===== src/rtl/tcch_isqrt.sv =====
// Module: bit-serial integer square root, one result bit per cycle.
`default_nettype none
module tcch_isqrt (
   input  wire logic        clock,
   input  wire logic        reset,
   input  wire logic        start,
   input  wire logic [33:0] radicand,
   output logic             done,
   output logic [16:0]      root
);
   logic [35:0] rem_ff, rem_in;
   logic [33:0] val_ff, val_in;
   logic [17:0] root_ff, root_in;
   logic [4:0]  cnt_ff, cnt_in;
   logic        busy_ff, busy_in;
   logic [35:0] trial;
   logic [35:0] shifted;

   always_comb begin
      rem_in  = rem_ff;
      val_in  = val_ff;
      root_in = root_ff;
      cnt_in  = cnt_ff;
      busy_in = busy_ff;
      shifted = {rem_ff[33:0], val_ff[33:32]};
      trial   = 36'({root_ff[15:0], 2'b01});
      if (start) begin
         rem_in  = '0;
         val_in  = radicand;
         root_in = '0;
         cnt_in  = 5'd17;
         busy_in = 1'b1;
      end else if (busy_ff) begin
         // restoring step: bring in two bits, try root*4+1
         val_in = {val_ff[31:0], 2'b00};
         if (shifted >= trial) begin
            rem_in  = shifted - trial;
            root_in = {root_ff[16:0], 1'b1};
         end else begin
            rem_in  = shifted;
            root_in = {root_ff[16:0], 1'b0};
         end
         cnt_in = cnt_ff - 5'd1;
         if (cnt_ff == 5'd1) busy_in = 1'b0;
      end
   end

   always_ff @(posedge clock) begin
      if (reset) begin
         busy_ff <= 1'b0;
         cnt_ff  <= '0;
      end else begin
         busy_ff <= busy_in;
         cnt_ff  <= cnt_in;
      end
      rem_ff  <= rem_in;
      val_ff  <= val_in;
      root_ff <= root_in;
   end

   assign done = busy_ff && (cnt_ff == 5'd1);
   assign root = root_in[16:0];

   a_cnt_idle: assert property (@(posedge clock) disable iff (reset)
      !busy_ff |-> cnt_ff == 5'd0 || cnt_ff == 5'd17 || $past(start))
      else $error("isqrt counter out of step");
   a_done_busy: assert property (@(posedge clock) disable iff (reset)
      done |-> busy_ff)
      else $error("isqrt done while idle");
   a_start_busy: assert property (@(posedge clock) disable iff (reset)
      start |=> busy_ff)
      else $error("isqrt did not start");
endmodule
`default_nettype wire


===== config.mk =====
export PLATFORM = sky130hd
export DESIGN_NAME = tcch_isqrt
export DESIGN_NICKNAME = d
export VERILOG_FILES = /design/src/rtl/tcch_isqrt.sv
export SDC_FILE = /design/constraint.sdc
export NUM_CORES = 1
export LEC_CHECK = 0
export BUFFER_PORTS_ARGS = -buffer_cell sky130_fd_sc_hd__clkbuf_2
export CORE_AREA = 2 2 97 99
export CTS_CLUSTER_DIAMETER = 80
export DETAILED_ROUTE_END_ITERATION = 10
export DIE_AREA = 0 0 99 101
export PLACE_DENSITY = 0.79
export SETUP_SLACK_MARGIN = 0.5
export SLEW_MARGIN = 20
export SYNTH_ARGS = -nofsm -noshare
export SYNTH_HDL_FRONTEND = slang
export SYNTH_SLANG_ARGS = --single-unit

===== constraint.sdc =====
create_clock -name clock -period 3.18 [get_ports clock]
set_clock_uncertainty 0.05 [all_clocks]
set_input_delay 0.636 -clock clock [delete_from_list [all_inputs] [get_ports clock]]
set_output_delay 0.636 -clock clock [all_outputs]
set_load 0.03 [all_outputs]

==> impl_metrics.tcl <==
set metrics [dict create \
    worstSkewPairLatency_ns 0.37 \
    grt-busiest-layer "met2" \
    synthTopCellsByArea "dfxtp_1 (22%), edfxtp_1 (20%), mux2_2 (7.0%), nor2_1 (5.4%), ha_1 (4.8%)" \
    critPathLaunchType "flip-flop" \
    setup_viol 1 \
    fin_crit_sh 1.02 \
    synth_area_per_cell_um2 9.80 \
    cts_hold_buf 0 \
    globalRouteOverflowTotal 0 \
    drc 2 \
    maxSlewViolCount 0 \
    vias 4709 \
    synth_cell_types 67 \
    status "finished, violations left" \
    tightest_slew_ns 0.771 \
    start_util 0.575 \
    synth_top_area_frac 0.221 \
    syn_area_um2 5160 \
    async_flop_share 0 \
    max_slew_margin 0.486 \
    antenna_found_initial 0 \
    seqPwrFrac 0.368 \
    synthCells 527 \
    synth_edf_count 34 \
    grt_usage 0.242 \
    power_w 0.00387 \
    power_frac_clock 0.242 \
    dpl-instance-area_um2 5560 \
    post-route-util 0.724 \
    cts_tree "yes" \
    cp-end-kind "output pin" \
    violations "design-rule violations, negative setup slack" \
    finalInstanceArea_um2 6500 \
    period_minus_slack_ns 3.25 \
    first_pass_iters 9 \
    p_leak_nw 2.51 \
    use_met3 0.0437 \
    clk_pin_slew_worst_paths_ns 0.10 \
    hp-class "primary input to flip-flop" \
    fin_nets 666 \
    met2_usage 0.446 \
    gp_congestion 0.924 \
    ys_warn_count 0 \
    dr.first_iter.drc_count 317 \
    routed_wl_um 14400 \
    dp_hpwl_um 7610 \
    grt_max_degree 53 \
    clockBufferDepth 2 \
    final_antenna_net_count 0 \
    comb_power_share 0.390 \
    finalHoldViolations 0 \
    internal_power_w 0.00249 \
    ys_ff_latch 91 \
    core_area_um2 8980 \
    rsz0062_at_grt "true" \
    grt_pass1_vias 4210 \
    io_pins 55 \
    switching_share 0.358 \
    arrival_ns 2.56 \
    cts_root_buf "clkbuf_8" \
    place_ws_ns 0.241 \
    power_density_nw_per_um2 595 \
    ys_seq_area_frac 0.419 \
    die_w_um 99 \
    p_sw_w 0.00138 \
    rows 35 \
    setup_slack_ns -0.0659 \
    crit_type "flip-flop to output pin" \
    grt_pass1_wl_um 19700 \
    max_freq_ghz 0.308 \
    grtUsageMet1 0.291 \
    drive_gt1_frac 0.407 \
    io_buffers 54 \
    required_ns 2.49 \
    crit_path_max_fanout 6 \
    die_area_um2 10000 \
    synth_nets 584 \
    cts_max_level 3 \
    nFillCells 566 \
    die_h_um 101 \
    antenna_cells 0 \
    synthFlopType "dfxtp_1" \
    peakVddDrop_mv 0.433 \
    drv_cap 0 \
    clock_sinks 91 \
    flow.area_growth_from_synthesis_pct 25.9 \
    yosysTopAreaCell "dfxtp_1" \
    viasPerCell 6.50 \
    cts_buffers 9 \
    wl_per_cell_um 19.8 \
]
[area by class of cell]
class | instances | area (um^2) | area share
sequential | 91 | 2180 | 0.336
inverter | 23 | 86.3 | 0.0133
clock buffer | 9 | 124 | 0.0191
multi-input combinational | 383 | 3170 | 0.487
clock inverter | 7 | 116 | 0.0179
timing repair buffer | 101 | 686 | 0.105
tap | 111 | 139 | 0.0214
[cells in the mapped netlist, types with 3 or more instances]
cell type,n
or4b_1,4
edfxtp_1,34
xor2_1,8
nand4_1,4
o31ai_1,7
clkbuf_1,20
o21ai_0,14
nand3_1,11
and3_1,3
buf_1,5
o41ai_1,4
a311oi_2,11
nor2_1,74
mux2_2,32
dfxtp_1,57
a21o_1,11
a211oi_1,5
o211ai_1,4
ha_1,20
inv_1,23
nand2b_1,4
nand2_1,38
a31oi_1,4
xnor2_1,9
a21oi_1,16
or2_2,3
nor3_1,10
or4_1,8
buf_2,3
or3_1,7
a311oi_1,16
mux2i_1,16
buf_6,3
[state kept, by name, indices dropped and copies added, names as in the netlist]
signal,flops
cnt_ff,5
busy_ff,1
root_ff,17
rem_ff,34
val_ff,34
[through the flow]
step / cells / hold WS, ns / setup TNS [ns]
finish: 725 / 0.459 / -0.0659
global route: 725 / 0.470 / -0.239
CTS: 705 / 0.446 / 0
detailed placement: 670 / 0.431 / 0
global placement: 670 / 0.422 / 0
floorplan: 527 / 0.409 / 0
[layout by cell type, fill, tap and decap left out, drive strengths merged, types with 3 or more instances in the layout]
master	Yosys	final
a311oi	27	27
xnor2	9	9
o31ai	7	7
xor2	8	8
o211ai	5	5
nor4	4	4
a211oi	5	5
mux2i	16	16
nand2b	4	4
a31oi	5	5
or4b	5	5
nand4	4	4
o41ai	4	4
nor2	75	75
inv	23	27
nand2	38	38
clkbuf	20	62
nand3	12	12
or3	7	7
buf	12	48
edfxtp	34	34
mux2	32	32
or4	8	8
a21oi	17	17
a21o	11	11
ha	20	20
dfxtp	57	57
o21ai	16	16
and3	3	3
or2	4	4
nor3	11	11
[worst max-delay path, cell delays in order, from the launching register on]
cell and delay [ns]:
dfxtp_2 0.38, inv_2 0.05, ha_4 0.30, and4_4 0.28, nor4b_4 0.33, nand2_2 0.13
a31oi_4 0.22, nor2_4 0.07, a211oi_4 0.22, clkbuf_8 0.20
[worst paths after layout]
path,start,slack (ns),depth (start not counted),to
setup / recovery,root_ff[12],-0.07,9,root[0]
hold / removal,reset,0.46,2,cnt_ff[3]
setup reg to reg,root_ff[12],0.03,12,rem_ff[31]
hold reg to reg,cnt_ff[1],0.47,2,cnt_ff[1]
[logic make-up after synthesis]
logic type	after synthesis	share of synthesized area
muxes	48	0.101
adders and majority gates	20	0.0485
xor gates and xnor gates	17	0.0288
buffers and inverters	55	0.0473
DFF	91	0.419
and+or+nand+nor	184	0.180
AOI/OAI and AO/OA	112	0.176
[power groups by stage]
stage,Combinational [W],Sequential [W],Clock (W)
after global routing,0.00160,0.00144,0.000988
final,0.00151,0.00143,0.000938
after floorplan,0.000851,0.00140,0
after CTS,0.00117,0.00142,0.000946
after global placement,0.000992,0.00144,0
after detailed placement,0.00102,0.00144,0
[what timing repair did]
| action | 4_1_cts | 5_1_grt |
|---|---|---|
| pin swaps | 15 | 20 |
| gates resized for setup | 40 | 49 |
| gates cloned | 0 | 2 |
| setup buffers | 19 | 18 |
| setup endpoints to repair | 31 | 27 |
[routing by layer]
metal / routed length [um] / part of all wire
met5: 0 / 0
met4: 685 / 0.048
met3: 1100 / 0.077
met2: 7240 / 0.50
met1: 5350 / 0.37
No activity file was read; power rests on OpenSTA's default activity.
