--- config.mk ---
export PLATFORM = sky130hd
export DESIGN_NAME = tcch_cordic
export DESIGN_NICKNAME = d
export VERILOG_FILES = /design/src/rtl/tcch_pkg.sv /design/src/rtl/tcch_cordic.sv
export SDC_FILE = /design/constraint.sdc
export NUM_CORES = 1
export LEC_CHECK = 0
export ABC_AREA = 1
export BUFFER_PORTS_ARGS = -buffer_cell sky130_fd_sc_hd__buf_2
export CAP_MARGIN = 20
export CORE_MARGIN = 5
export CORE_UTILIZATION = 45
export CTS_CLUSTER_SIZE = 20
export DETAILED_ROUTE_END_ITERATION = 7
export SETUP_SLACK_MARGIN = 0.5
export SLEW_MARGIN = 20
export SYNTH_ARGS = -nofsm -noshare
export SYNTH_HDL_FRONTEND = slang
export SYNTH_SLANG_ARGS = --single-unit
--- constraint.sdc ---
create_clock -name clock -period 13 [get_ports clock]
set_clock_uncertainty 0.05 [all_clocks]
set_input_delay 1.95 -clock clock [delete_from_list [all_inputs] [get_ports clock]]
set_output_delay 1.95 -clock clock [all_outputs]
set_load 0.02 [all_outputs]
--- src/rtl/tcch_pkg.sv ---
// Package: shared constants, types and tables for the tilt compensated compass.
`default_nettype none
package tcch_pkg;
   localparam int SampleBitsDefault  = 16;
   localparam int CordicStepsDefault = 16;
   localparam int TableLen           = 24;
   localparam int DegUnit            = 65536;
   localparam int OneQ14             = 16384;

   typedef enum logic [1:0] {
      ST_OK       = 2'd0,
      ST_MAG_ZERO = 2'd1,
      ST_ACC_ZERO = 2'd2
   } status_type;

   typedef struct packed {
      logic [15:0] accel_x;
      logic [15:0] accel_y;
      logic [15:0] accel_z;
      logic [15:0] mag_x;
      logic [15:0] mag_y;
      logic [15:0] mag_z;
   } req_type;

   typedef struct packed {
      logic [15:0] heading_cdeg;
      logic [14:0] pitch_cdeg;
      logic [14:0] roll_cdeg;
      logic [1:0]  status;
   } rsp_type;

   // Arctangent of 2^-i in degrees * 2^16.
   function automatic logic signed [31:0] atan_entry(input logic [4:0] i);
      logic signed [31:0] v;
      v = '0;
      case (i)
         5'd0:  v = 32'sd2949120;
         5'd1:  v = 32'sd1740967;
         5'd2:  v = 32'sd919879;
         5'd3:  v = 32'sd466945;
         5'd4:  v = 32'sd234379;
         5'd5:  v = 32'sd117304;
         5'd6:  v = 32'sd58666;
         5'd7:  v = 32'sd29335;
         5'd8:  v = 32'sd14668;
         5'd9:  v = 32'sd7334;
         5'd10: v = 32'sd3667;
         5'd11: v = 32'sd1833;
         5'd12: v = 32'sd917;
         5'd13: v = 32'sd458;
         5'd14: v = 32'sd229;
         5'd15: v = 32'sd115;
         5'd16: v = 32'sd57;
         5'd17: v = 32'sd29;
         5'd18: v = 32'sd14;
         5'd19: v = 32'sd7;
         5'd20: v = 32'sd4;
         5'd21: v = 32'sd2;
         5'd22: v = 32'sd1;
         default: v = 32'sd0;
      endcase
      return v;
   endfunction
endpackage
`default_nettype wire

--- src/rtl/tcch_cordic.sv ---
// Module: iterative CORDIC vectoring unit returning an angle in degrees*2^16.
`default_nettype none
module tcch_cordic #(
   parameter int CordicSteps = tcch_pkg::CordicStepsDefault
) (
   input  wire logic               clock,
   input  wire logic               reset,
   input  wire logic               start,
   input  wire logic signed [44:0] y_in,
   input  wire logic signed [44:0] x_in,
   output logic                    done,
   output logic signed [31:0]      angle
);
   localparam int Steps = (CordicSteps < tcch_pkg::TableLen) ?
                          CordicSteps : tcch_pkg::TableLen;

   logic signed [46:0] x_ff, x_in_n, y_ff, y_in_n;
   logic signed [31:0] z_ff, z_in;
   logic [4:0]         i_ff, i_in;
   logic               busy_ff, busy_in, zero_ff, zero_in;
   logic signed [46:0] xs, ys;

   always_comb begin
      x_in_n  = x_ff;
      y_in_n  = y_ff;
      z_in    = z_ff;
      i_in    = i_ff;
      busy_in = busy_ff;
      zero_in = zero_ff;
      xs      = x_ff >>> i_ff;
      ys      = y_ff >>> i_ff;
      if (start) begin
         i_in    = '0;
         busy_in = 1'b1;
         zero_in = (x_in == 0) && (y_in == 0);
         if (x_in < 0) begin
            // fold the left half plane over
            x_in_n = -47'(x_in);
            y_in_n = -47'(y_in);
            z_in   = 32'sd180 * 32'(tcch_pkg::DegUnit);
         end else begin
            x_in_n = 47'(x_in);
            y_in_n = 47'(y_in);
            z_in   = '0;
         end
      end else if (busy_ff) begin
         if (y_ff >= 0) begin
            x_in_n = x_ff + ys;
            y_in_n = y_ff - xs;
            z_in   = z_ff + tcch_pkg::atan_entry(i_ff);
         end else begin
            x_in_n = x_ff - ys;
            y_in_n = y_ff + xs;
            z_in   = z_ff - tcch_pkg::atan_entry(i_ff);
         end
         i_in = i_ff + 5'd1;
         if (i_ff == 5'(Steps - 1)) busy_in = 1'b0;
      end
   end

   always_ff @(posedge clock) begin
      if (reset) begin
         busy_ff <= 1'b0;
         i_ff    <= '0;
      end else begin
         busy_ff <= busy_in;
         i_ff    <= i_in;
      end
      x_ff    <= x_in_n;
      y_ff    <= y_in_n;
      z_ff    <= z_in;
      zero_ff <= zero_in;
   end

   assign done  = busy_ff && (i_ff == 5'(Steps - 1));
   assign angle = zero_ff ? 32'sd0 : z_in;

   a_done_busy: assert property (@(posedge clock) disable iff (reset)
      done |-> busy_ff)
      else $error("cordic done while idle");
   a_step_range: assert property (@(posedge clock) disable iff (reset)
      busy_ff |-> i_ff < 5'(Steps))
      else $error("cordic step out of range");
   a_start: assert property (@(posedge clock) disable iff (reset)
      start |=> busy_ff && i_ff == 5'd0)
      else $error("cordic did not start");
endmodule
`default_nettype wire

==> results.md <==
* Area contributors post-synth: nand2_1, edfxtp_1, nand3_1
* # diodes at 0
* Net count after synthesis at 4616
* Clock share of power at 0.065
* P_leak at 12.6 nW
* DRT iter0 DRCs at 3232
* Setup TNS at 0 ns
* Final Cycle Share at 0.563
* Combinational Power Share at 0.798
* Worst-Margin Slew at 1.23 ns
* Post-synth EDFFs at 95
* IO Port Bufs at 125
* Worst skew pair latency at 0.51 ns
* Layout filler cell count at 6147
* Crit-path slowest cell: a21oi_1
* Crit Path Class: flip-flop to output port
* H-tree depth at 4
* Synth Warn # at 0
* Critical path launch point type: flip-flop
* WP buf/inv at 6
* Register area at 4060 µm²
* Routed via count at 29000
* Die Area at 60100 µm²
* Area Growth Syn to Fin at 5.98%
* Place WS at roughly 6.2 ns
* Placed Area at 25800 µm²
* Syn avg cell area at around 5.7 µm²
* CP Max Fanout at 5
* First drt pass iteration count at 6
* GPL Wtd Cong at between 0.9 and 1
* Die H at roughly 250 µm
* Post-CTS Resized at 0
* Seq cells post-synth at between 150 and 200
* Drt via density at between 5 and 6
* Worst-path cell chain: inv_1 > ha_1 > inv_1 > nor3_1 > inv_1 > nor3_1 > nor3b_1 > nand3_1 > o21ai_0 > o21ai_0 > a21oi_1 > inv_1 > ha_1 > a21oi_1 > inv_1 > a21oi_1 > o21ai_0 > a21oi_1 > a21oi_1 > nand3b_1 > nand3_1 > nor2_1 > buf_2
* Layout cell share with drive strength beyond 1 at 0.0703
* Initial Util at 0.453
* Max-slew headroom at 0.174
* Sequential share of the synthesized area at 0.163
* Design Area, Final at around 26000 µm²
* WL final at 93800 µm
* Maximum clock path buffer count at 2
* Pwr dens at 300 nW/µm²
* I/O pin cnt at about 130
* Initial antenna violation count at 2
* Drt drc at 0
* Synthesized cell area at 24900 µm²
* # rows at between 80 and 90
* Req. time, crit path at 11.00 ns
* Sw Share at 0.604
* Most common cell in the netlist: nand2_1
* Post-synth top area share at 0.181
* Ys flop type: edfxtp_1
* Final net count at 4613
* Post-Synthesis Cells at 4371
* Cts bufs inserted at 17
* Total gr overflow at 0
* Largest net degree at the start of global routing at 107
* Pins Over Slew Limit at 0
* Antenna-violating nets left at 0
* Reg2reg end: x_ff[36]
* Endpoints failing setup at 0
* First-pass GRT wire length at 145000 µm
* Post-CTS setup buffers at 0
* Critical Path Max Stage Delay at 0.48 ns
* Cts-stage hold buffer count at 0
* Post-DP HPWL at 74800 µm
* WP depth at 23
* Final Util at 0.480
* Critical path capture point: angle[25]
* Reg power frac at 0.137
* Yosys cell types at between 60 and 70
* Ys async rst share at 0
* Largest area contributor in the netlist: nand2_1
* CTS root buf: clkbuf_16
* Worst hold path class: flip-flop to flip-flop
* R2R Setup Slk at approximately 6.2 ns
* Total track usage at 0.301
* Final Hold Fails at 0
* Footprint of the multi-input gates at 18300 µm²
* Peak VDD IR at 0.000118 V
* Clock-pin slew on the worst setup and hold paths at 0.07 ns
* Critical Path AT at 5.32 ns
* Outcome: finished clean
* Fin crit period at 7.32 ns
* Wire per inst at 18.3 µm
* Vias in the first global route at around 26000
* CP Capture Type: output port
* RSZ-0062 raised after global routing: no
* Top Family by Delay on Critical Path: compound AO/OA/AOI/OAI gates
* Core box area at roughly 55000 µm²
* Fmax at 137 MHz
* Psw at about 4.8 mW
* Worst r2r src: i_ff[0]
* Num Clock Sinks at around 160
* Chip width at 245 µm
* CTS tree: built
* Fin worst setup slack at 5.68 ns
* Total of max-cap violations at 0
* Synth top cells by count: nand2_1, nand3_1, nor2_1
* Worst r2r path cells at 32
* Internal power at approximately 3.1 mW
metrics by stage:
stage,std cells,total power [mW],hold WS (ns)
finish,5129,7.91,0.436
global route,5129,8.71,0.460
CTS,5129,7.81,0.439
detailed placement,5097,7.25,0.426
global placement,5097,7.28,0.421
floorplan,4371,5.53,0.392
worst min-delay path: cells and delay by family (launching register included):
family           cells  cell delay [ns]
flip-flops           1             0.31
AND/OR/NAND/NOR      2             0.13
final cells by class:
| class | instances | area share |
|---|---|---|
| Sequential cell | 155 | 0.154 |
| Timing Repair Buffer | 145 | 0.0295 |
| Multi-Input combinational cell | 3595 | 0.695 |
| Inverter | 454 | 0.0649 |
| Tap cell | 748 | 0.0355 |
| Clock inverter | 12 | 0.00375 |
| Clock buffer | 20 | 0.0177 |
per-layer routing:
layer  share of wire  global-route usage  up-vias  wire length, µm
met1            0.46               0.439    13100            43200
met2            0.43               0.462     1155            40700
met3           0.078              0.0431      120             7340
li1                -                   -    14700                -
met4           0.027              0.0866        2             2530
met5         0.00014                   0        -               13
cells by family (layout without fill, tap and decap cells):
group | count (synthesis) | after routing | share of synthesized area
AO/OA/AOI/OAI | 825 | 825 | 0.181
adder cells (fa/ha/maj) | 152 | 152 | 0.0773
flip-flops | 155 | 155 | 0.163
buffers and inverters | 621 | 631 | 0.101
XOR/XNOR | 133 | 133 | 0.0468
AND/OR/NAND/NOR | 2485 | 2485 | 0.431
power by group through the flow:
| stage | Combinational, mW | Sequential, mW | Clock (mW) |
|---|---|---|---|
| finish | 6.31 | 1.09 | 0.512 |
| global route | 7.07 | 1.10 | 0.544 |
| CTS | 6.19 | 1.09 | 0.527 |
| detailed placement | 6.15 | 1.10 | 0 |
| global placement | 6.17 | 1.10 | 0 |
| floorplan | 4.60 | 0.933 | 0 |
worst min path at each step:
stage | from | cells past startpoint | slack (ns) | to
after floorplan | z_ff[22] | 2 | 0.39 | z_ff[22]
after global placement | z_ff[15] | 2 | 0.42 | z_ff[15]
after detailed placement | z_ff[15] | 2 | 0.43 | z_ff[15]
after CTS | z_ff[15] | 2 | 0.44 | z_ff[15]
after global routing | z_ff[15] | 2 | 0.46 | z_ff[15]
final | z_ff[15] | 2 | 0.44 | z_ff[15]
placed cells by master (no fill, tap or decap), drive strengths merged, types with 47 or more instances in the layout:
| cell | instances |
|---|---|
| dfxtp | 60 |
| nor3 | 90 |
| nand3 | 533 |
| nand2 | 1231 |
| edfxtp | 95 |
| ha | 149 |
| buf | 145 |
| o21ai | 368 |
| inv | 457 |
| nor2 | 472 |
| nand4 | 47 |
| a21oi | 325 |
| xor2 | 91 |
Note: power is estimated with default switching activity, not from simulation.
