<file path="src/rtl/tcch_div.sv">
// Module: bit-serial unsigned divider, one quotient bit per cycle.
`default_nettype none
module tcch_div (
   input  wire logic        clock,
   input  wire logic        reset,
   input  wire logic        start,
   input  wire logic [31:0] dividend,
   input  wire logic [17:0] divisor,
   output logic             done,
   output logic [31:0]      quotient
);
   logic [18:0] rem_ff, rem_in;
   logic [31:0] quo_ff, quo_in;
   logic [17:0] den_ff, den_in;
   logic [5:0]  cnt_ff, cnt_in;
   logic        busy_ff, busy_in;
   logic [18:0] sh;

   always_comb begin
      rem_in  = rem_ff;
      quo_in  = quo_ff;
      den_in  = den_ff;
      cnt_in  = cnt_ff;
      busy_in = busy_ff;
      sh      = {rem_ff[17:0], quo_ff[31]};
      if (start) begin
         rem_in  = '0;
         quo_in  = dividend;
         den_in  = divisor;
         cnt_in  = 6'd32;
         busy_in = 1'b1;
      end else if (busy_ff) begin
         if (sh >= {1'b0, den_ff}) begin
            rem_in = sh - {1'b0, den_ff};
            quo_in = {quo_ff[30:0], 1'b1};
         end else begin
            rem_in = sh;
            quo_in = {quo_ff[30:0], 1'b0};
         end
         cnt_in = cnt_ff - 6'd1;
         if (cnt_ff == 6'd1) busy_in = 1'b0;
      end
   end

   always_ff @(posedge clock) begin
      if (reset) begin
         busy_ff <= 1'b0;
         cnt_ff  <= '0;
      end else begin
         busy_ff <= busy_in;
         cnt_ff  <= cnt_in;
      end
      rem_ff <= rem_in;
      quo_ff <= quo_in;
      den_ff <= den_in;
   end

   assign done     = busy_ff && (cnt_ff == 6'd1);
   assign quotient = quo_in;

   a_done_busy: assert property (@(posedge clock) disable iff (reset)
      done |-> busy_ff)
      else $error("divider done while idle");
   a_start_busy: assert property (@(posedge clock) disable iff (reset)
      start |=> busy_ff && cnt_ff == 6'd32)
      else $error("divider did not start");
   a_rem_bound: assert property (@(posedge clock) disable iff (reset)
      busy_ff && cnt_ff != 6'd32 |-> rem_ff < {1'b0, den_ff})
      else $error("divider remainder out of range");
endmodule
`default_nettype wire

</file>
<file path="config.mk">
export PLATFORM = sky130hd
export DESIGN_NAME = tcch_div
export DESIGN_NICKNAME = d
export VERILOG_FILES = /design/src/rtl/tcch_div.sv
export SDC_FILE = /design/constraint.sdc
export NUM_CORES = 1
export LEC_CHECK = 0
export BUFFER_PORTS_ARGS = -buffer_cell sky130_fd_sc_hd__buf_2
export CORE_MARGIN = 2
export CORE_UTILIZATION = 61
export CTS_BUF_LIST = sky130_fd_sc_hd__clkbuf_4 sky130_fd_sc_hd__clkbuf_8
export CTS_CLUSTER_SIZE = 12
export DETAILED_ROUTE_END_ITERATION = 6
export GPL_TIMING_DRIVEN = 0
export PLACE_DENSITY = 0.9
export REMOVE_ABC_BUFFERS = 1
export SLEW_MARGIN = 0
export SYNTH_ARGS = -nofsm -noshare
export SYNTH_HDL_FRONTEND = slang
export SYNTH_SLANG_ARGS = --single-unit
</file>
<file path="constraint.sdc">
create_clock -name clock -period 4.28 [get_ports clock]
set_input_delay 0.856 -clock clock [delete_from_list [all_inputs] [get_ports clock]]
set_output_delay 0.856 -clock clock [all_outputs]
set_load 0.05 [all_outputs]
</file>
==> summary.txt, run 1 <==
STA
  • Period utilization: 93.6%
  • Normalized max-slew margin: 34.4%
  • Setup TNS: 0 ps
  • Final hold viol count: 0
  • Clock Skew: 9.42 ps
  • RSZ-0062 raised after global routing: no
  • Slew of the pin with the lowest slew margin: 984 ps
  • Peak Freq: 250 MHz
  • Final setup vio count: 0
  • Hold Slack: 474 ps
  • Max-slew violations: 0
  • Crit path time final: 4000 ps

Die
  • Die H: 85.8 µm
  • Die Wd: 85.8 µm
  • Die Area: 0.00736 mm²
  • Initial Util: 63.6%
  • Core ar.: 0.00642 mm²
  • Row count: 29
  • IO Pins: 86

Synthesis
  • Top cell type by total area after synthesis: dfxtp_1
  • Yosys warnings: 0
  • Post-synth EDFFs: 18
  • Netlist cell types: 57
  • Main synth FF type: dfxtp_1
  • Syn avg cell area: 9.11 µm²
  • Top-area cell type share of the netlist area: 27.9%
  • Ranking of synthesized cells by area: dfxtp_1 28%, edfxtp_1 13%, mux2i_1 11%, ha_1 6.1%, nand2_1 4.8%
  • Yosys reg bits: 75
  • Post-Synthesis Cells: 448
  • Share of synthesized registers carrying an async set or reset: 0%
  • Synth Cell Area: 0.00408 mm²
  • Sequential area share after synthesis: 41.2%

CTS
  • Root cell of the clock tree: clkbuf_8
  • CTS tree: built
  • Latest clock arrival within the worst-skew pair: 350 ps
  • Post-CTS sizing: 0
  • Worst-path clk slew: 80 ps
  • Post-CTS setup-driven buffer insertion count: 0
  • Post-CTS Hold Buffers: 0
  • CTS buffer count: 9
  • TritonCTS Sinks: 75
  • Clock buffer depth: 2
  • H-Tree Depth: 3

Run status
  • Status: complete, no violations

Worst setup path
  • Top delay family on crit path: compound AO/OA/AOI/OAI gates
  • Critical path arrival: 3150 ps
  • Crit-path slowest cell: o221ai_4
  • Crit path launch type: register
  • Biggest cell delay along the critical path: 600 ps
  • Reg-to-reg slack, setup: 1500 ps
  • Worst-path maximum fanout: 17
  • CP required: 3420 ps
  • Buf/Inv on CP: 2
  • Critical path capture point type: primary output
  • Crit Path Class: register to primary output
  • CP cell instances: inv_1 -> ha_1 -> nand4_2 -> nor2_2 -> o21ai_2 -> a21o_1 -> o221ai_4 -> mux2i_1 -> o21ai_0 -> buf_2

Global route
  • First-pass GRT wire length: 14000 µm
  • Via count of the first global-routing pass: 3221
  • GRT Residual Overflow: 0
  • Largest net degree at the start of global routing: 112
  • Initial antenna violation count: 0
  • Gr usage total: 23.6%

Cells and area
  • Share of cells above drive strength 1: 21.0%
  • # diodes: 0
  • Filler cell count: 507
  • Fin nets: 589
  • Non-Filler Instances: 596
  • Post-layout util: 72.7%
  • Area growth syn-to-layout: 14.3%

Routing
  • Antenna Nets Post-Route: 0
  • First DRT Iteration DRCs: 208
  • Drt wl/cell: 13.8 µm
  • Drc violations: 0
  • Post-Route WL: 8240 µm
  • Vias: 3451
  • Vias per inst: 5.79
  • Pre-Repair DR Iteration Count: 6

Power and ir drop
  • Pwr Density: 411 mW/mm²
  • Lkg Pwr: 0.00202 µW
  • Max VDD drop: 0.339 mV
  • Total power: 1920 µW

Placement
  • Routability cong.: 0.915
  • Detail Placement HPWL: 5630 µm
  • Number of port buffers: 85
  • Placed instance count: 581

Worst hold path
  • HP Class: register to register

Run
  • Max cap viols: 0
[cells in the final DEF, fill, tap and decap left out, types with 3 or more instances in the layout]
cell type / instances
nand3_1: 6
mux2i_1: 43
xnor2_1: 10
nor4_1: 3
a311oi_1: 4
xor2_1: 6
nor2b_1: 5
ha_1: 20
a21oi_1: 17
buf_2: 84
edfxtp_1: 18
nand4_1: 6
clkinv_2: 3
dfxtp_1: 56
a31oi_1: 3
o211ai_1: 5
nor2_1: 30
nor3_1: 14
a21o_1: 3
nand2_1: 52
a211oi_1: 12
inv_1: 25
o21bai_1: 5
o21ai_0: 38
nand2b_1: 3
clkbuf_8: 10
[sequential cells by signal, summed over array words and instances (netlist names)]
register  cells
rem_ff       18
cnt_ff        6
den_ff       18
quo_ff       32
busy_ff       1
[path summary, 6_finish.rpt]
check	from	end	depth (start not counted)
min	rem_ff[16]	rem_ff[16]	2
max	den_ff[7]	quotient[0]	10
max reg2reg	quo_ff[31]	rem_ff[16]	11
min reg2reg	rem_ff[16]	rem_ff[16]	2
[final cells by class]
cell class              instances  area (µm²)  area share [%]
multi-input cells             319        2170            46.6
flip-flops and latches         75        1690            36.1
repair buffers                 85         428            9.17
clock buffers                  10         138            2.95
well taps                      77        96.3            2.06
inverters                      25        93.8            2.01
clock inverters                 5        53.8            1.15
[kinds of logic after synthesis]
group | synth area share, %
fa+ha+maj | 6.62
simple gates | 15.1
compound gates | 17.6
mux | 10.5
flops | 41.2
xor+xnor | 3.43
buf+inv | 5.58
[worst reg2reg max path: stages, from the launching register on]
cell and delay (ps):
dfxtp_1 340, inv_1 60, ha_1 170, inv_1 60, fa_1 430, a211oi_2 310
o21ai_0 180, a221oi_1 560, nor3_1 90, nor4_1 270, mux2i_1 130, o21ai_1 140
[power breakdown]
group / switching [µW] / internal, µW / total [µW]
sequential: 53.5 / 792 / 845
clock: 254 / 280 / 534
combinational: 347 / 192 / 539
[metrics by stage]
step           area, µm²  setup slack [ps]
3_3_place_gp        4470               154
5_1_grt             4670              31.0
6_report            4670               275
2_1_floorplan       3950              83.8
3_5_place_dp        4480               659
4_1_cts             4670               234
[Yosys cell counts (all sizes together) (2+ instances only)]
cell / count
dfxtp: 57
nand2: 52
mux2i: 43
o21ai: 40
nor2: 31
inv: 25
ha: 20
edfxtp: 18
a21oi: 17
clkbuf: 16
nor3: 15
a211oi: 13
buf: 13
xnor2: 10
nand4: 7
nand3: 6
xor2: 6
nor2b: 5
o211ai: 5
o21bai: 5
a311oi: 4
nor4: 4
a21o: 3
a31oi: 3
nand2b: 3
a221oi: 2
nand4b: 2
nor3b: 2
o21a: 2
o31ai: 2
[per-layer routing]
metal / vias to the layer above / global-route usage (%) / routed length (µm)
met5: - / 0 / 0
met4: 0 / 7.50 / 125
met3: 15 / 6.93 / 432
met2: 84 / 39.6 / 3940
met1: 1606 / 29.2 / 3740
li1: 1746 / - / -
Note: power is estimated with default switching activity, not from simulation.
==> run 2, diff against run 1 <==
--- a/config.mk
+++ b/config.mk
@@ -12,7 +12,7 @@
 export CTS_CLUSTER_SIZE = 12
 export DETAILED_ROUTE_END_ITERATION = 6
 export GPL_TIMING_DRIVEN = 0
-export PLACE_DENSITY = 0.9
+export PLACE_DENSITY = 0.88
 export REMOVE_ABC_BUFFERS = 1
 export SLEW_MARGIN = 0
 export SYNTH_ARGS = -nofsm -noshare
==> summary.txt, run 2 (synthesized netlist as in run 1, its figures left out) <==
Routing
  • Post-Route WL: 8130 µm (-1.3%)
  • Vias per inst: 5.67 (-2.1%)
  • Antenna Nets Post-Route: 0 (unchanged)
  • First DRT Iteration DRCs: 186 (-11%)
  • Drt wl/cell: 13.6 µm (-1.3%)
  • Drc violations: 0 (unchanged)
  • Vias: 3379 (-2.1%)
  • Pre-Repair DR Iteration Count: 4 (-2)

STA
  • Clock Skew: 15.1 ps (+5.69 ps)
  • Max-slew violations: 0 (unchanged)
  • Final hold viol count: 0 (unchanged)
  • Peak Freq: 253 MHz (+1.2%)
  • Crit path time final: 3960 ps (-45.9 ps)
  • Setup TNS: 0 ps (unchanged)
  • Slew of the pin with the lowest slew margin: 986 ps (+1.48 ps)
  • Normalized max-slew margin: 34.3% (-0.099 points)
  • RSZ-0062 raised after global routing: no
  • Final setup vio count: 0 (unchanged)
  • Period utilization: 92.5% (-1.1 points)

Cells and area
  • Largest reg by FF count: quo_ff
  • # diodes: 0 (unchanged)
  • Most frequent cells in the layout: 84 x buf_2, 56 x dfxtp_1, 52 x nand2_1, 43 x mux2i_1, 38 x o21ai_0
  • Filler cell count: 489 (-3.6%)
  • Area growth syn-to-layout: 14.4% (about the same)
  • Non-Filler Instances: 596 (unchanged)
  • Biggest regs: quo_ff x32, den_ff x18, rem_ff x18
  • Fin nets: 589 (unchanged)
  • Share of cells above drive strength 1: 21.0% (unchanged)
  • Largest register FFs: 32 (unchanged)
  • Commonest non-fill, non-tap cell in the layout: buf_2

Power and ir drop
  • Lkg Pwr: 0.00201 µW (-0.24%)
  • Max VDD drop: 0.285 mV (-16%)
  • Pwr Density: 414 mW/mm² (+0.76%)

CTS
  • Post-CTS setup-driven buffer insertion count: 0 (unchanged)
  • Post-CTS Hold Buffers: 0 (unchanged)
  • Root cell of the clock tree: clkbuf_8
  • Latest clock arrival within the worst-skew pair: 370 ps (+20 ps)
  • CTS tree: built
  • CTS buffer count: 9 (unchanged)
  • Worst-path clk slew: 70 ps (about the same)
  • H-Tree Depth: 3 (unchanged)
  • TritonCTS Sinks: 75 (unchanged)
  • Post-CTS sizing: 0 (unchanged)
  • Clock buffer depth: 2 (unchanged)

Run status
  • Status: complete, no violations

Die
  • Row count: 29 (unchanged)
  • Die Area: 0.00736 mm² (unchanged)
  • Core ar.: 0.00642 mm² (unchanged)
  • Die H: 85.8 µm (unchanged)
  • Die Wd: 85.8 µm (unchanged)
  • IO Pins: 86 (unchanged)
  • Initial Util: 63.6% (unchanged)

Worst setup path
  • Crit-path slowest cell: o221ai_4
  • Crit Path Class: register to primary output
  • Biggest cell delay along the critical path: 580 ps (-20 ps)
  • Worst-path maximum fanout: 17 (unchanged)
  • Crit path launch type: register
  • Critical path arrival: 3100 ps (-50 ps)
  • CP required: 3420 ps (about the same)
  • Buf/Inv on CP: 2 (unchanged)
  • Critical path capture point type: primary output
  • Top delay family on crit path: compound AO/OA/AOI/OAI gates
  • CP cell instances: inv_1 -> ha_1 -> nor2b_1 -> o211a_1 -> o21ai_2 -> a21o_1 -> o221ai_4 -> mux2i_1 -> o21ai_0 -> buf_2

Global route
  • Met3 Use GR: 7.12% (+0.19 points)
  • Largest net degree at the start of global routing: 112 (unchanged)
  • Initial antenna violation count: 0 (unchanged)
  • Gr usage total: 23.4% (-0.15 points)
  • First-pass GRT wire length: 14000 µm (-0.29%)
  • GR Util met2: 40.3% (+0.71 points)
  • GRT Residual Overflow: 0 (unchanged)
  • GRT busiest layer: met2
  • Via count of the first global-routing pass: 3220 (-0.031%)
  • GRT met1 Usage: 28.7% (-0.50 points)

Worst hold path
  • HP Class: register to register

Run
  • Max cap viols: 0 (unchanged)

Placement
  • Number of port buffers: 85 (unchanged)
  • Routability cong.: 0.924 (+1.0%)
  • Detail Placement HPWL: 5550 µm (-1.5%)
  • Placed instance count: 581 (unchanged)
## run 2: changes by cell type in the layout (fill, tap and decap cells not counted)
cell,delta
inv_6,+3
inv_4,+1
clkinv_4,-1
clkinv_2,-3
clkbuf_8,-1
clkinvlp_4,+1
## run 2: area by class of cell
cell class | instances | area (µm²) | area share [%]
inverter | 25 | 93.8 | 2.01
clock inverter | 6 | 70.1 | 1.50
multi-input combinational | 319 | 2170 | 46.5
tap | 77 | 96.3 | 2.06
timing repair buffer | 85 | 428 | 9.16
clock buffer | 9 | 124 | 2.65
sequential | 75 | 1690 | 36.1
## run 2: worst reg2reg max path: stages, from the launching register on
cell	delay (ps)
dfxtp_1	340
inv_1	60
ha_1	170
inv_1	60
fa_1	420
a211oi_2	310
o21ai_0	200
a221oi_1	570
nor3_1	90
nor4_1	270
mux2i_1	120
o21ai_1	140
## run 2: layer usage
layer	vias up	routed length, µm
met4	0	121
met5	-	0
met1	1539	3630
met2	84	3900
li1	1742	-
met3	14	478
## run 2: worst paths after layout
check        cells after the start  slack (ps)       start          end
max                             10         320   den_ff[1]  quotient[0]
min reg2reg                      2         490  rem_ff[16]   rem_ff[16]
max reg2reg                     11        1470  quo_ff[31]   rem_ff[16]
min                              2         490  rem_ff[16]   rem_ff[16]
## run 2: power by group
part | total (µW) | switching [µW] | internal [µW]
Sequential | 845 | 53.2 | 792
Clock | 549 | 277 | 272
Combinational | 540 | 348 | 192
Total | 1930 | 678 | 1260
## run 2: through the flow
stage	instance area, µm²	power, µW	util (%)	worst slack (ps)	hold WS (ps)
floorplan	3950	1260	-	83.8	446
CTS	4670	1940	72.7	331	493
global route	4670	2030	72.7	99.1	509
finish	4670	1930	72.7	321	489
global placement	4470	1380	69.6	152	462
detailed placement	4480	1390	69.7	715	476
==> run 3, diff against run 2 <==
--- a/config.mk
+++ b/config.mk
@@ -6,9 +6,9 @@
 export NUM_CORES = 1
 export LEC_CHECK = 0
 export BUFFER_PORTS_ARGS = -buffer_cell sky130_fd_sc_hd__buf_2
-export CORE_MARGIN = 2
+export CORE_MARGIN = 5
 export CORE_UTILIZATION = 61
-export CTS_BUF_LIST = sky130_fd_sc_hd__clkbuf_4 sky130_fd_sc_hd__clkbuf_8
+export CTS_BUF_LIST = sky130_fd_sc_hd__clkbuf_2
 export CTS_CLUSTER_SIZE = 12
 export DETAILED_ROUTE_END_ITERATION = 6
 export GPL_TIMING_DRIVEN = 0
==> summary.txt, run 3 (synthesized netlist as in run 1, its figures left out) <==
Power and ir drop
  • Sequential group share of total power: 45.6% (+1.9 points)
  • Sw Ratio: 35.5% (+0.45 points)
  • Pwr Density: 397 mW/mm² (-4.1%)
  • Combinational power share: 29.4% (+1.5 points)
  • Int Pwr: 1200 µW (-4.8%)
  • Max VDD drop: 0.282 mV (-1.0%)
  • Psw: 658 µW (-2.9%)
  • Clock power share: 25.0% (-3.4 points)
  • Lkg Pwr: 0.00203 µW (+1.0%)

Die
  • IO Pins: 86 (unchanged)
  • Initial Util: 63.6% (unchanged)
  • Row count: 29 (unchanged)
  • Die Area: 0.00843 mm² (+14%)
  • Die H: 91.8 µm (+7.0%)
  • Core ar.: 0.00642 mm² (unchanged)
  • Die Wd: 91.8 µm (+7.0%)

Cells and area
  • Biggest regs: quo_ff x32, den_ff x18, rem_ff x18
  • Post-layout util: 72.7% (about the same)
  • Non-Filler Instances: 603 (+1.2%)
  • Cell area after layout: 0.00467 mm² (about the same)
  • Most frequent cells in the layout: 84 x buf_2, 56 x dfxtp_1, 52 x nand2_1, 43 x mux2i_1, 38 x o21ai_0
  • Fin nets: 595 (+1.0%)
  • Largest reg by FF count: quo_ff
  • Filler cell count: 480 (-1.8%)
  • Share of cells above drive strength 1: 22.1% (+1.1 points)
  • # diodes: 0 (unchanged)
  • Commonest non-fill, non-tap cell in the layout: buf_2
  • Area growth syn-to-layout: 14.3% (about the same)
  • Largest register FFs: 32 (unchanged)

Worst setup path
  • Crit-path slowest cell: ha_1
  • Crit Path Class: register to primary output
  • CP required: 3420 ps (about the same)
  • CP cell instances: inv_1 -> ha_1 -> nand4_2 -> nor2_2 -> o21ai_2 -> a21o_1 -> o221ai_4 -> mux2i_1 -> o21ai_0 -> buf_2
  • Worst-path maximum fanout: 10 (-7)
  • Critical path arrival: 3010 ps (-90 ps)
  • Top delay family on crit path: compound AO/OA/AOI/OAI gates
  • Critical path capture point type: primary output
  • Biggest cell delay along the critical path: 420 ps (-160 ps)
  • Crit path launch type: register
  • Buf/Inv on CP: 2 (unchanged)

Routing
  • Antenna Nets Post-Route: 0 (unchanged)
  • Vias: 3420 (+1.2%)
  • Drt wl/cell: 13.3 µm (-2.6%)
  • Vias per inst: 5.67 (about the same)
  • First DRT Iteration DRCs: 192 (+3.2%)
  • Pre-Repair DR Iteration Count: 5 (+1)
  • Drc violations: 0 (unchanged)
  • Post-Route WL: 8020 µm (-1.4%)

Global route
  • First-pass GRT wire length: 13500 µm (-3.3%)
  • Initial antenna violation count: 0 (unchanged)
  • GRT Residual Overflow: 0 (unchanged)
  • Via count of the first global-routing pass: 3116 (-3.2%)
  • Largest net degree at the start of global routing: 112 (unchanged)
  • Gr usage total: 19.2% (-4.2 points)

Placement
  • Number of port buffers: 85 (unchanged)
  • Detail Placement HPWL: 5680 µm (+2.4%)
  • Placed cell area: 0.00448 mm² (unchanged)
  • Placed instance count: 581 (unchanged)
  • Routability cong.: 0.942 (+2.0%)

STA
  • Final hold viol count: 0 (unchanged)
  • Max-slew violations: 0 (unchanged)
  • Crit path time final: 3870 ps (-92.7 ps)
  • Peak Freq: 259 MHz (+2.4%)
  • RSZ-0062 raised after global routing: no
  • Normalized max-slew margin: 35.3% (+0.99 points)
  • Clock Skew: 21.1 ps (+5.95 ps)
  • Hold Slack: 477 ps (-12.1 ps)
  • Slew of the pin with the lowest slew margin: 971 ps (-14.8 ps)
  • Setup TNS: 0 ps (unchanged)
  • Final setup vio count: 0 (unchanged)
  • Period utilization: 90.3% (-2.2 points)

Run
  • Max cap viols: 0 (unchanged)

CTS
  • Clock buffer depth: 2 (unchanged)
  • CTS buffer count: 9 (unchanged)
  • Worst-path clk slew: 210 ps (+140 ps)
  • Post-CTS setup-driven buffer insertion count: 0 (unchanged)
  • Post-CTS sizing: 0 (unchanged)
  • TritonCTS Sinks: 75 (unchanged)
  • H-Tree Depth: 3 (unchanged)
  • Post-CTS Hold Buffers: 0 (unchanged)
  • CTS tree: built
  • Latest clock arrival within the worst-skew pair: 530 ps (+160 ps)
  • Root cell of the clock tree: clkbuf_2

Run status
  • Status: complete, no violations

Worst hold path
  • HP Class: input pin to register
==> run 3: path summary, 6_finish.rpt <==
check                                   end  slack [ps]  depth (start not counted)        from
worst min register to register   rem_ff[16]         500                          2  rem_ff[16]
worst max register to register   rem_ff[16]        1550                         11  quo_ff[31]
worst max-delay path            quotient[0]         410                         10   den_ff[6]
worst min-delay path              den_ff[6]         480                          1  divisor[6]
==> run 3: per-stage QoR <==
step	setup WS (ps)	total power [µW]
final	414	1850
after global routing	109	1960
after CTS	118	1860
after detailed placement	754	1390
after global placement	160	1380
after floorplan	83.8	1260
==> run 3: worst reg2reg max path, stage by stage, from the launching register on <==
cell,delay (ps)
dfxtp_1,370
inv_1,60
ha_1,160
inv_1,50
fa_1,430
a211oi_2,300
o21ai_0,180
a221oi_1,540
nor3_1,90
nor4_1,250
mux2i_1,110
o21ai_1,120
==> run 3: area by class of cell <==
cell class                 instances  area (µm²)  share of cell area (%)
clock buffer                      10        50.0                    1.07
sequential                        75        1690                    36.1
timing repair buffer              91         473                    10.1
tap                               77        96.3                    2.06
inverter                          25        93.8                    2.01
clock inverter                     6        96.3                    2.06
multi-input combinational        319        2170                    46.6
==> run 3: routing by layer <==
layer / GRT usage [%] / wire, µm
met1: 23.1 / 3620
met2: 32.7 / 3780
met3: 7.53 / 559
met4: 4.21 / 53
met5: 0 / 0
==> run 3: power groups by stage <==
stage	Combinational, µW	Clock (µW)	Sequential (µW)
global route	600	509	856
CTS	534	475	846
global placement	527	0	858
floorplan	414	0	848
finish	545	463	846
detailed placement	531	0	861
